File: config.mk
export PLATFORM = sky130hd
export DESIGN_NAME = mandelbrot_escape_pixel_core
export DESIGN_NICKNAME = d
export VERILOG_FILES = /design/src/hdl/mep_pkg.sv /design/src/hdl/mandelbrot_escape_pixel_core.sv /design/src/hdl/mep_mul.sv
export SDC_FILE = /design/constraint.sdc
export NUM_CORES = 2
export LEC_CHECK = 0
export CAP_MARGIN = 40
export CORE_ASPECT_RATIO = 0.5
export CORE_MARGIN = 4
export CORE_UTILIZATION = 40
export DETAILED_ROUTE_END_ITERATION = 10
export DONT_BUFFER_PORTS = 1
export SLEW_MARGIN = 40
export SYNTH_ARGS = -nofsm -noshare
export SYNTH_HDL_FRONTEND = slang
export SYNTH_SLANG_ARGS = --single-unit
File: constraint.sdc
create_clock -name aclk -period 10.99 [get_ports aclk]
set_input_delay 1.099 -clock aclk [delete_from_list [all_inputs] [get_ports aclk]]
set_output_delay 1.099 -clock aclk [all_outputs]
set_load 0.005 [all_outputs]
File: src/hdl/mep_pkg.sv
`timescale 1ns / 1ps

package mep_pkg;

    localparam int FRAC_BITS  = 28;
    localparam int WORD_BITS  = FRAC_BITS + 4;
    localparam int PROD_BITS  = 2 * WORD_BITS;
    localparam int INDEX_BITS = 10;

    localparam int CFG_BITS   = 32;
    localparam int STEP_BITS  = 29;
    localparam int COUNT_BITS = 12;
    localparam int DIGIT_BITS = 4;
    localparam int COORD_BITS = 10;

    localparam logic signed [CFG_BITS-1:0] ORIGIN_RE_RST = -32'sd671088640;
    localparam logic signed [CFG_BITS-1:0] ORIGIN_IM_RST = -32'sd295279002;
    localparam logic [STEP_BITS-1:0]       STEP_RST      = 29'd2013266;
    localparam logic [COUNT_BITS-1:0]      LIMIT_RST     = 12'd1000;

    localparam logic signed [PROD_BITS-1:0] QMAX =
        PROD_BITS'((64'sd1 <<< (WORD_BITS - 1)) - 64'sd1);
    localparam logic signed [PROD_BITS-1:0] QMIN = -QMAX - PROD_BITS'(1);
    localparam logic signed [WORD_BITS:0]   FOUR = (WORD_BITS+1)'(4) <<< FRAC_BITS;
    localparam logic signed [PROD_BITS-1:0] ROUND_ZERO =
        PROD_BITS'((64'sd1 <<< FRAC_BITS) - 64'sd1);

    // floor(n/10) = (n * 52429) >> 19, exact for n below 43690
    localparam int RECIP_BITS  = 16;
    localparam int RECIP_SHIFT = 19;
    localparam logic [RECIP_BITS-1:0] RECIP_TEN = 16'd52429;

    typedef logic signed [WORD_BITS-1:0] word_t;
    typedef logic signed [PROD_BITS-1:0] prod_t;

    typedef enum logic [1:0] {
        CFG_ORIGIN_RE,
        CFG_ORIGIN_IM,
        CFG_PIXEL_STEP,
        CFG_ITER_LIMIT
    } cfg_reg_t;

    typedef enum logic [3:0] {
        ST_IDLE,
        ST_CX,
        ST_CY,
        ST_CI,
        ST_XX,
        ST_YY,
        ST_XY,
        ST_UPD,
        ST_DIG,
        ST_DONE
    } state_t;

    // saturate a wide signed value to the word bounds
    function automatic word_t sat_word(input prod_t v);
        prod_t r;
        r = v;
        if (v > QMAX) begin
            r = QMAX;
        end else if (v < QMIN) begin
            r = QMIN;
        end
        return WORD_BITS'(r);
    endfunction

    // exact product -> truncate toward zero -> saturate
    function automatic word_t fix_product(input prod_t p);
        prod_t t;
        t = p[PROD_BITS-1] ? p + ROUND_ZERO : p;
        return sat_word(t >>> FRAC_BITS);
    endfunction

    function automatic word_t sat_add(input word_t a, input word_t b);
        return sat_word(PROD_BITS'(a) + PROD_BITS'(b));
    endfunction

    function automatic word_t sat_sub(input word_t a, input word_t b);
        return sat_word(PROD_BITS'(a) - PROD_BITS'(b));
    endfunction

    function automatic logic [COUNT_BITS-1:0] div10(input logic [COUNT_BITS-1:0] n);
        logic [COUNT_BITS+RECIP_BITS-1:0] m;
        m = (COUNT_BITS+RECIP_BITS)'(n) * (COUNT_BITS+RECIP_BITS)'(RECIP_TEN);
        return COUNT_BITS'(m >> RECIP_SHIFT);
    endfunction

endpackage

File: src/hdl/mandelbrot_escape_pixel_core.sv
`timescale 1ns / 1ps

// Mandelbrot escape-time pixel core. A request on the s_axis side carries a pixel
// column and row; c = origin + index * pixel_step is formed in signed Q4.28 and
// z = z^2 + c is iterated from zero until |z|^2 reaches 4 or the iteration limit
// is hit. All multiplications run through one registered 32x32 multiplier, used three
// times per iteration (x*x, y*y, x*y) plus an update step. A result passes in order
// through forming c, the iterations, the final escape test for a point that escapes,
// the decimal digits and the load of the output register. The core holds one pixel
// at a time; s_axis_tready is high only while it is idle. The finished result sits
// in an output register, so a new pixel can be taken while the previous result
// still waits on m_axis_tready. Configuration writes must be made only while the
// core is idle.

module mandelbrot_escape_pixel_core (
    input  logic        aclk,
    input  logic        aresetn,
    // config write port
    input  logic        cfg_we,
    input  logic [1:0]  cfg_addr,
    input  logic [31:0] cfg_wdata,
    // pixel requests
    input  logic        s_axis_tvalid,
    output logic        s_axis_tready,
    input  logic [23:0] s_axis_tdata,   // [9:0] column, [19:10] row, [23:20] zero
    // results
    output logic        m_axis_tvalid,
    input  logic        m_axis_tready,
    output logic [23:0] m_axis_tdata,   // [11:0] escape_count, [15:12] red_tenths,
                                        // [19:16] green_tenths, [23:20] blue_tenths
    output logic        m_axis_tuser    // [0] escaped
);
    import mep_pkg::*;

    localparam logic [WORD_BITS-1:0] IDX_MASK =
        WORD_BITS'((64'd1 << INDEX_BITS) - 64'd1);

    // configuration
    logic signed [CFG_BITS-1:0] origin_re_reg, origin_im_reg;
    logic [STEP_BITS-1:0]       step_reg;
    logic [COUNT_BITS-1:0]      limit_reg;

    always_ff @(posedge aclk) begin
        if (!aresetn) begin
            origin_re_reg <= ORIGIN_RE_RST;
            origin_im_reg <= ORIGIN_IM_RST;
            step_reg      <= STEP_RST;
            limit_reg     <= LIMIT_RST;
        end else if (cfg_we) begin
            unique case (cfg_reg_t'(cfg_addr))
                CFG_ORIGIN_RE:  origin_re_reg <= cfg_wdata;
                CFG_ORIGIN_IM:  origin_im_reg <= cfg_wdata;
                CFG_PIXEL_STEP: step_reg      <= cfg_wdata[STEP_BITS-1:0];
                CFG_ITER_LIMIT: limit_reg     <= cfg_wdata[COUNT_BITS-1:0];
                default: ;
            endcase
        end
    end

    // sequencer and datapath registers
    state_t                 state_reg, state_next;
    logic [COORD_BITS-1:0]  col_reg, col_next, row_reg, row_next;
    word_t                  cx_reg, cx_next, cy_reg, cy_next;
    word_t                  x_reg, x_next, y_reg, y_next;
    word_t                  xx_reg, xx_next, yy_reg, yy_next;
    logic [COUNT_BITS-1:0]  count_reg, count_next;
    logic                   esc_reg, esc_next;
    logic [COUNT_BITS-1:0]  q_reg, q_next;
    logic [1:0]             dig_cnt_reg, dig_cnt_next;
    logic [DIGIT_BITS-1:0]  hund_reg, hund_next, tens_reg, tens_next;
    logic [DIGIT_BITS-1:0]  unit_reg, unit_next;

    // output register
    logic                   out_valid_reg, out_valid_next;
    logic [COUNT_BITS-1:0]  out_count_reg;
    logic                   out_esc_reg;
    logic [DIGIT_BITS-1:0]  out_red_reg, out_green_reg, out_blue_reg;
    logic                   out_load;

    // shared multiplier
    word_t mul_a, mul_b;
    prod_t prod;

    mep_mul u_mul (
        .aclk (aclk),
        .a    (mul_a),
        .b    (mul_b),
        .p    (prod)
    );

    word_t                 fix_p;
    logic signed [WORD_BITS:0] mag_sum;
    logic [COUNT_BITS-1:0] q_div;
    logic [COUNT_BITS-1:0] digit_full;

    assign fix_p      = fix_product(prod);
    assign mag_sum    = (WORD_BITS+1)'(xx_reg) + (WORD_BITS+1)'(yy_reg);
    assign q_div      = div10(q_reg);
    assign digit_full = q_reg - ((q_div << 3) + (q_div << 1));

    always_comb begin
        state_next     = state_reg;
        col_next       = col_reg;
        row_next       = row_reg;
        cx_next        = cx_reg;
        cy_next        = cy_reg;
        x_next         = x_reg;
        y_next         = y_reg;
        xx_next        = xx_reg;
        yy_next        = yy_reg;
        count_next     = count_reg;
        esc_next       = esc_reg;
        q_next         = q_reg;
        dig_cnt_next   = dig_cnt_reg;
        hund_next      = hund_reg;
        tens_next      = tens_reg;
        unit_next      = unit_reg;
        out_load       = 1'b0;
        mul_a          = x_reg;
        mul_b          = x_reg;

        unique case (state_reg)
            ST_IDLE: begin
                if (s_axis_tvalid) begin
                    col_next   = s_axis_tdata[9:0];
                    row_next   = s_axis_tdata[19:10];
                    state_next = ST_CX;
                end
            end
            ST_CX: begin
                mul_a      = WORD_BITS'(col_reg) & IDX_MASK;
                mul_b      = WORD_BITS'(step_reg);
                state_next = ST_CY;
            end
            ST_CY: begin
                cx_next    = sat_word(PROD_BITS'(origin_re_reg) + prod);
                mul_a      = WORD_BITS'(row_reg) & IDX_MASK;
                mul_b      = WORD_BITS'(step_reg);
                state_next = ST_CI;
            end
            ST_CI: begin
                cy_next    = sat_word(PROD_BITS'(origin_im_reg) + prod);
                x_next     = '0;
                y_next     = '0;
                count_next = '0;
                state_next = ST_XX;
            end
            ST_XX: begin
                if (count_reg >= limit_reg) begin
                    esc_next     = 1'b0;
                    q_next       = count_reg;
                    dig_cnt_next = '0;
                    state_next   = ST_DIG;
                end else begin
                    state_next = ST_YY;
                end
            end
            ST_YY: begin
                xx_next    = fix_p;
                mul_a      = y_reg;
                mul_b      = y_reg;
                state_next = ST_XY;
            end
            ST_XY: begin
                yy_next    = fix_p;
                mul_a      = x_reg;
                mul_b      = y_reg;
                state_next = ST_UPD;
            end
            ST_UPD: begin
                if (mag_sum >= FOUR) begin
                    esc_next     = 1'b1;
                    q_next       = count_reg;
                    dig_cnt_next = '0;
                    state_next   = ST_DIG;
                end else begin
                    x_next     = sat_add(sat_sub(xx_reg, yy_reg), cx_reg);
                    y_next     = sat_add(sat_add(fix_p, fix_p), cy_reg);
                    count_next = count_reg + COUNT_BITS'(1);
                    state_next = ST_XX;
                end
            end
            ST_DIG: begin
                // one decimal digit per cycle, units first
                unit_next    = tens_reg;
                tens_next    = hund_reg;
                hund_next    = digit_full[DIGIT_BITS-1:0];
                q_next       = q_div;
                dig_cnt_next = dig_cnt_reg + 2'd1;
                if (dig_cnt_reg == 2'd2) begin
                    state_next = ST_DONE;
                end
            end
            ST_DONE: begin
                if (!out_valid_reg || m_axis_tready) begin
                    out_load   = 1'b1;
                    state_next = ST_IDLE;
                end
            end
            default: state_next = ST_IDLE;
        endcase
    end

    always_comb begin
        out_valid_next = out_valid_reg;
        if (out_load) begin
            out_valid_next = 1'b1;
        end else if (m_axis_tready) begin
            out_valid_next = 1'b0;
        end
    end

    always_ff @(posedge aclk) begin
        if (!aresetn) begin
            state_reg     <= ST_IDLE;
            out_valid_reg <= 1'b0;
        end else begin
            state_reg     <= state_next;
            out_valid_reg <= out_valid_next;
        end
    end

    always_ff @(posedge aclk) begin
        col_reg     <= col_next;
        row_reg     <= row_next;
        cx_reg      <= cx_next;
        cy_reg      <= cy_next;
        x_reg       <= x_next;
        y_reg       <= y_next;
        xx_reg      <= xx_next;
        yy_reg      <= yy_next;
        count_reg   <= count_next;
        esc_reg     <= esc_next;
        q_reg       <= q_next;
        dig_cnt_reg <= dig_cnt_next;
        hund_reg    <= hund_next;
        tens_reg    <= tens_next;
        unit_reg    <= unit_next;
        if (out_load) begin
            out_count_reg <= count_reg;
            out_esc_reg   <= esc_reg;
            out_red_reg   <= esc_reg ? hund_reg : '0;
            out_green_reg <= esc_reg ? tens_reg : '0;
            out_blue_reg  <= esc_reg ? unit_reg : '0;
        end
    end

    assign s_axis_tready = (state_reg == ST_IDLE);
    assign m_axis_tvalid = out_valid_reg;
    assign m_axis_tdata  = {out_blue_reg, out_green_reg, out_red_reg, out_count_reg};
    assign m_axis_tuser  = out_esc_reg;

endmodule

File: src/hdl/mep_mul.sv
`timescale 1ns / 1ps

module mep_mul (
    input  logic           aclk,
    input  mep_pkg::word_t a,
    input  mep_pkg::word_t b,
    output mep_pkg::prod_t p
);
    import mep_pkg::*;

    prod_t p_reg;

    always_ff @(posedge aclk) begin
        p_reg <= PROD_BITS'(a) * PROD_BITS'(b);
    end

    assign p = p_reg;

endmodule

## Yosys cells after proc, flatten, opt, wreduce, memory -nomap -nowiden

Cells that the tools add are included.

- $add $sub $neg: 12
- $mul: 2
- Div/mod/pow operators: 0
- $lt $le $gt $ge: 16
- Equality and inequality tests: 19
- Shift operators: 0
- Mux-type cells: 44
- Bitwise operators: 0
- Reductions and logical operators: 19

Operators with widths:

| cell | number |
|---|---|
| $mux W32 | 18 |
| $pmux W32 S2 | 3 |
| $add A32 B32 Y33 | 4 |
| $gt A33 B32 Y1 const B | 4 |
| $lt A33 B32 Y1 const B | 4 |
| $add A32 B64 Y64 | 2 |
| $gt A64 B32 Y1 const B | 2 |
| $lt A64 B32 Y1 const B | 2 |
| $pmux W32 S3 | 1 |
| $add A64 B29 Y64 const B | 1 |
| $mul A32 B32 Y64 | 1 |
| $mux W64 | 1 |
| $pmux W4 S10 | 1 |
| $gt A36 B32 Y1 const B | 1 |
| $lt A36 B32 Y1 const B | 1 |
| $mux W12 | 3 |
| $pmux W12 S3 | 1 |
| $ge A33 B32 Y1 const B | 1 |
| $sub A32 B32 Y33 | 1 |
| $mul A12 B16 Y28 const B | 1 |
| $pmux W12 S2 | 1 |
| $mux W4 | 5 |
| $eq A4 B3 Y1 const B | 4 |
| $add A12 B1 Y12 const B | 1 |
| other kinds (23) | 48 |

- Register bits after elaboration: 450
- Bits in latches: 0
- Bits in writable memories: 0
- Memory bits (read-only): 0
- Input port bits: 63
- Output and inout bits: 27
- Word-level logic and storage cells: 139
- Memories: 0

## Longest topological paths before layout

- Depth in word-level cells: 17
- Mapped depth: 41
- Mapped depth without buffers: 37

## Cells and area by module

Synthesis repeated with hierarchy kept, for this count alone.

- Cell total of the unflattened synthesis: 7722
- Area total of the unflattened synthesis: 70221.1 um^2

By module, submodules not included:

| module | instances | cells an instance | area each (um^2) | sequential area each (um^2) |
|---|---|---|---|---|
| mep_mul | 1 | 3908 | 37323.3 | 1281.2 |
| mandelbrot_escape_pixel_core | 1 | 3814 | 32897.8 | 10490.1 |

## Worst setup path after synthesis

No wires, ideal clock.

- Path type: reg2reg
- Start point: register state_reg[1]
- End point: register u_mul.p_reg[57] (netlist: u_mul.p[57])
- Library setup time: 0.119 ns
- Arrival time: 10.316 ns
- Data required time: 10.871 ns
- Slack: 0.556 ns
- Cell stages (with the launch flop): 38
- Buffers on the path: 4
- Clock period less this slack: 10.434 ns
- Path through: dfxtp_1 > clkbuf_1 > nand2b_1 > nor3_1 > clkbuf_1 > a22oi_1 > nand2_1 > o21ai_0 > a21oi_1 > clkbuf_1 > nand2_1 > fa_1 > inv_1 > fa_1 > fa_1 > fa_1 > inv_1 > fa_1 > [2 not listed] > fa_1 > inv_1 > fa_1 > inv_1 > ha_1 > clkbuf_1 > nand4_1 > a2111oi_0 > nand3_1 > a21oi_1 > o2111ai_1 > a211oi_1 > o21a_1 > o41ai_1 > o31a_1 > o31ai_1 > a21oi_1 > xnor2_1

- Cells in the longest elaborated chain, start to end: 4
- Elaborated cells between the ends (all ways): 9
- Those cells by class: mul (1); eq/ne (4); mux (2); reduce/logical (2)

Ends and longest elaborated chain:

| item | line | text |
|---|---|---|
| from (decl) | mandelbrot_escape_pixel_core.sv:61 | `state_t state_reg, state_next;` |
| from (signal assigned) | mandelbrot_escape_pixel_core.sv:218 | `state_reg <= state_next;` |
| $eq A4 B3 Y1, or another cell as far along | mandelbrot_escape_pixel_core.sv:122 | `unique case (state_reg)` |
| $reduce_or A2 Y1 (no source line) | - |  |
| $pmux W32 S2 | mandelbrot_escape_pixel_core.sv:122 |  |
| $mul A32 B32 Y64 (*) | mep_mul.sv:14 | `p_reg <= PROD_BITS'(a) * PROD_BITS'(b);` |
| to (signal assigned) | mep_mul.sv:14 |  |
| to (decl) | mep_mul.sv:11 | `prod_t p_reg;` |

Mark *: on every way between the ends. The rest lies on a longest branch, timed or not.
A chain may end at the register's enable or synchronous reset.

## Worst setup path in the final report

- Start point: register state_reg[0]
- End point: register u_mul.p_reg[62] (netlist: u_mul.p[62])

Same word-level chain as after synthesis.

==> flow_summary_export.csv <==
group,metric,value,unit
logic_synthesis,avgSynthCellArea,8.80,um2
logic_synthesis,syn_inst,7869,
sta,drv_slew,0,
setup_path,max_stage_delay,0.63,ns
setup_path,critPathMaxFanout,57,
sta,setup_tns,0,ns
floorplan,rows,107,
logic_synthesis,synth-async-reset-ratio,0,%
clock_tree,cts_root_buf,"clkbuf_16",
global_route,grt_overflow,0,
drt,vias,55153,
floorplan,die_x,597,um
clock_tree,hold_buffers,0,
logic_synthesis,ys_seq_area_share,17.0,%
logic_synthesis,synth_top_cell_by_area,"fa_1",
drt,vias_per_cell,5.44,
sta,skew,0.0645,ns
logic_synthesis,synth_area_leaders,"fa_1 33%, edfxtp_1 12%, ha_1 9.6%",
logic_synthesis,synth_fp_nets,9594,
clock_tree,clockBufferDepth,3,
clock_tree,insertion_delay,0.67,ns
job,cap_viol_max_count,0,
layout,syn_to_final_growth,7.85,%
drt,routed_wl,224000,um
floorplan,fp.dieH,302,um
logic_synthesis,synth_ff_type,"edfxtp_1",
drt,wire_per_inst,22.1,um
setup_path,cp.depth,34,
sta,setup_viol,0,
drt,ant_nets,0,
layout,seq_area,11800,um2
global_route,antenna_found_initial,13,
logic_synthesis,synth_top_area_share,32.7,%
setup_path,crit_type,"reg -> reg",
logic_synthesis,netlist_area,69300,um2
setup_path,endpoint_kind,"flop",
global_route,grt_max_degree,71,
placement,portBuffers,0,
setup_path,crit_family,"adder cells",
layout,nets,9540,
setup_path,crit_path_start_kind,"flop",
drt,post-route-drc-count,0,
sta,rsz0062_at_grt,"no",
floorplan,num_io_pins,90,
global_route,grt_pass1_vias,54643,
setup_path,reg2reg_depth,34,
clock_tree,clk_pin_slew,0.06,ns
sta,max_clock_freq,94.5,MHz
min_path,hold_depth,0,
clock_tree,cts_buffers,46,
floorplan,die-area,180000,um2
clock_tree,cts.sink_count,450,
clock_tree,ctsHtreeMaxLevel,2,
run_status,status,"finished clean",
sta,period_minus_slack,10.58,ns
drt,drt_iter0_drc,5214,
logic_synthesis,ys_ff_latch,450,
placement,routabilityCongestion,0.964,
setup_path,crit_required,11.55,ns
layout,drive_gt1_share,5.64,%
sta,relSlewSlack,33.3,%
floorplan,start_util,40.5,%
global_route,track_usage,24.9,%
layout,largest_register_ffs,64,
sta,tightest_slew,0.993,ns
layout,fillers,16805,
placement,hpwl,188000,um
global_route,grt_pass1_wl,342000,um
logic_synthesis,synth_edf_count,276,
setup_path,path_common_cell,"fa_1",
clock_tree,cts_tree,"yes",
layout,multi_input_comb_area,51400,um2
logic_synthesis,synth.distinct_cells,99,
layout,final_cell_mix,"1355 x inv_1, 1268 x nand2_1, 1129 x fa_1",
layout,final_common_cell,"inv_1",
logic_synthesis,yosys_warnings,0,
setup_path,cp.arrival,11.14,ns
sta,period_share,96.3,%
setup_path,critical_path_buf_inv_count,8,
sta,hold_viol_final,0,
min_path,min_path_type,"reg -> reg",
setup_path,cpMaxStageDelayCell,"o21ai_2",
drt,first_pass_iters,8,
floorplan,coreArea,171000,um2
-- routing by layer --
metal,vias up,GRT usage (%),wire length [um]
met2,2137,36.5,92500
met5,-,0,13
li1,25099,-,-
met1,27664,37.7,104000
met4,2,5.44,5380
met3,251,5.25,21600
-- through the flow --
stage | instance area (um2) | instances | util [%] | hold WS (ns) | worst slack, ns
2_1_floorplan | 69300 | 7869 | - | 0.417 | 0.556
3_3_place_gp | 72800 | 10042 | 42.5 | 0.424 | 0.130
3_5_place_dp | 73000 | 10047 | 42.6 | 0.429 | 0.108
4_1_cts | 74600 | 10133 | 43.5 | 0.444 | 0.101
5_1_grt | 74700 | 10143 | 43.6 | 0.458 | 0.0127
6_report | 74700 | 10146 | 43.6 | 0.442 | 0.408
-- synth_stat cells (all sizes together), types with 13 or more instances --
library cell  instances
o211ai               28
nor3                 62
nor2b                37
or3                  19
and2                 74
and3                 41
o21a                 54
clkbuf              309
nand2              1272
inv                1357
a31oi                28
a221o                23
a21o                163
a22oi                23
and4                 13
nor4                 31
dfxtp               174
or2                  13
xnor2               179
buf                  32
o31ai                18
edfxtp              276
xor2                136
nand2b               85
nand4                63
nor2                511
o21ai               365
a221oi               25
a21oi               407
a211oi               40
nand3               113
ha                  532
fa                 1130
o21bai               56
-- cell type report --
type	instances	share of cell area [%]
Multi-Input combinational cell	5722	68.8
Sequential cell	450	15.8
Inverter	1358	6.83
Antenna cell	4	0.0134
Timing Repair Buffer	237	2.58
Tap cell	2289	3.83
Clock buffer	65	1.75
Clock inverter	21	0.407
-- path summary, 6_finish.rpt --
| path | slack (ns) | endpoint | start |
|---|---|---|---|
| min | 0.44 | tens_reg[1] | hund_reg[1] |
| min reg2reg | 0.44 | tens_reg[1] | hund_reg[1] |
| max | 0.41 | u_mul.p[62] | state_reg[0] |
| max reg2reg | 0.41 | u_mul.p[62] | state_reg[0] |
-- repair_timing --
item	in CTS	in global routing
endpoints found under the setup margin	0	11
setup buffers	0	7
gates resized for setup	0	17
-- kinds of logic after synthesis --
group | after synthesis | synth area share [%]
buffers and inverters | 1699 | 9.28
AND/OR/NAND/NOR | 2374 | 14.9
AO/OA/AOI/OAI | 1358 | 12.4
flip-flops | 450 | 17.0
XOR/XNOR | 315 | 3.98
adder cells (fa/ha/maj) | 1662 | 42.3
multiplexers | 11 | 0.172
Power is left out: the tool's default activity adds up to more than one toggle a clock period on the data nets, which glitch-free logic cannot reach.
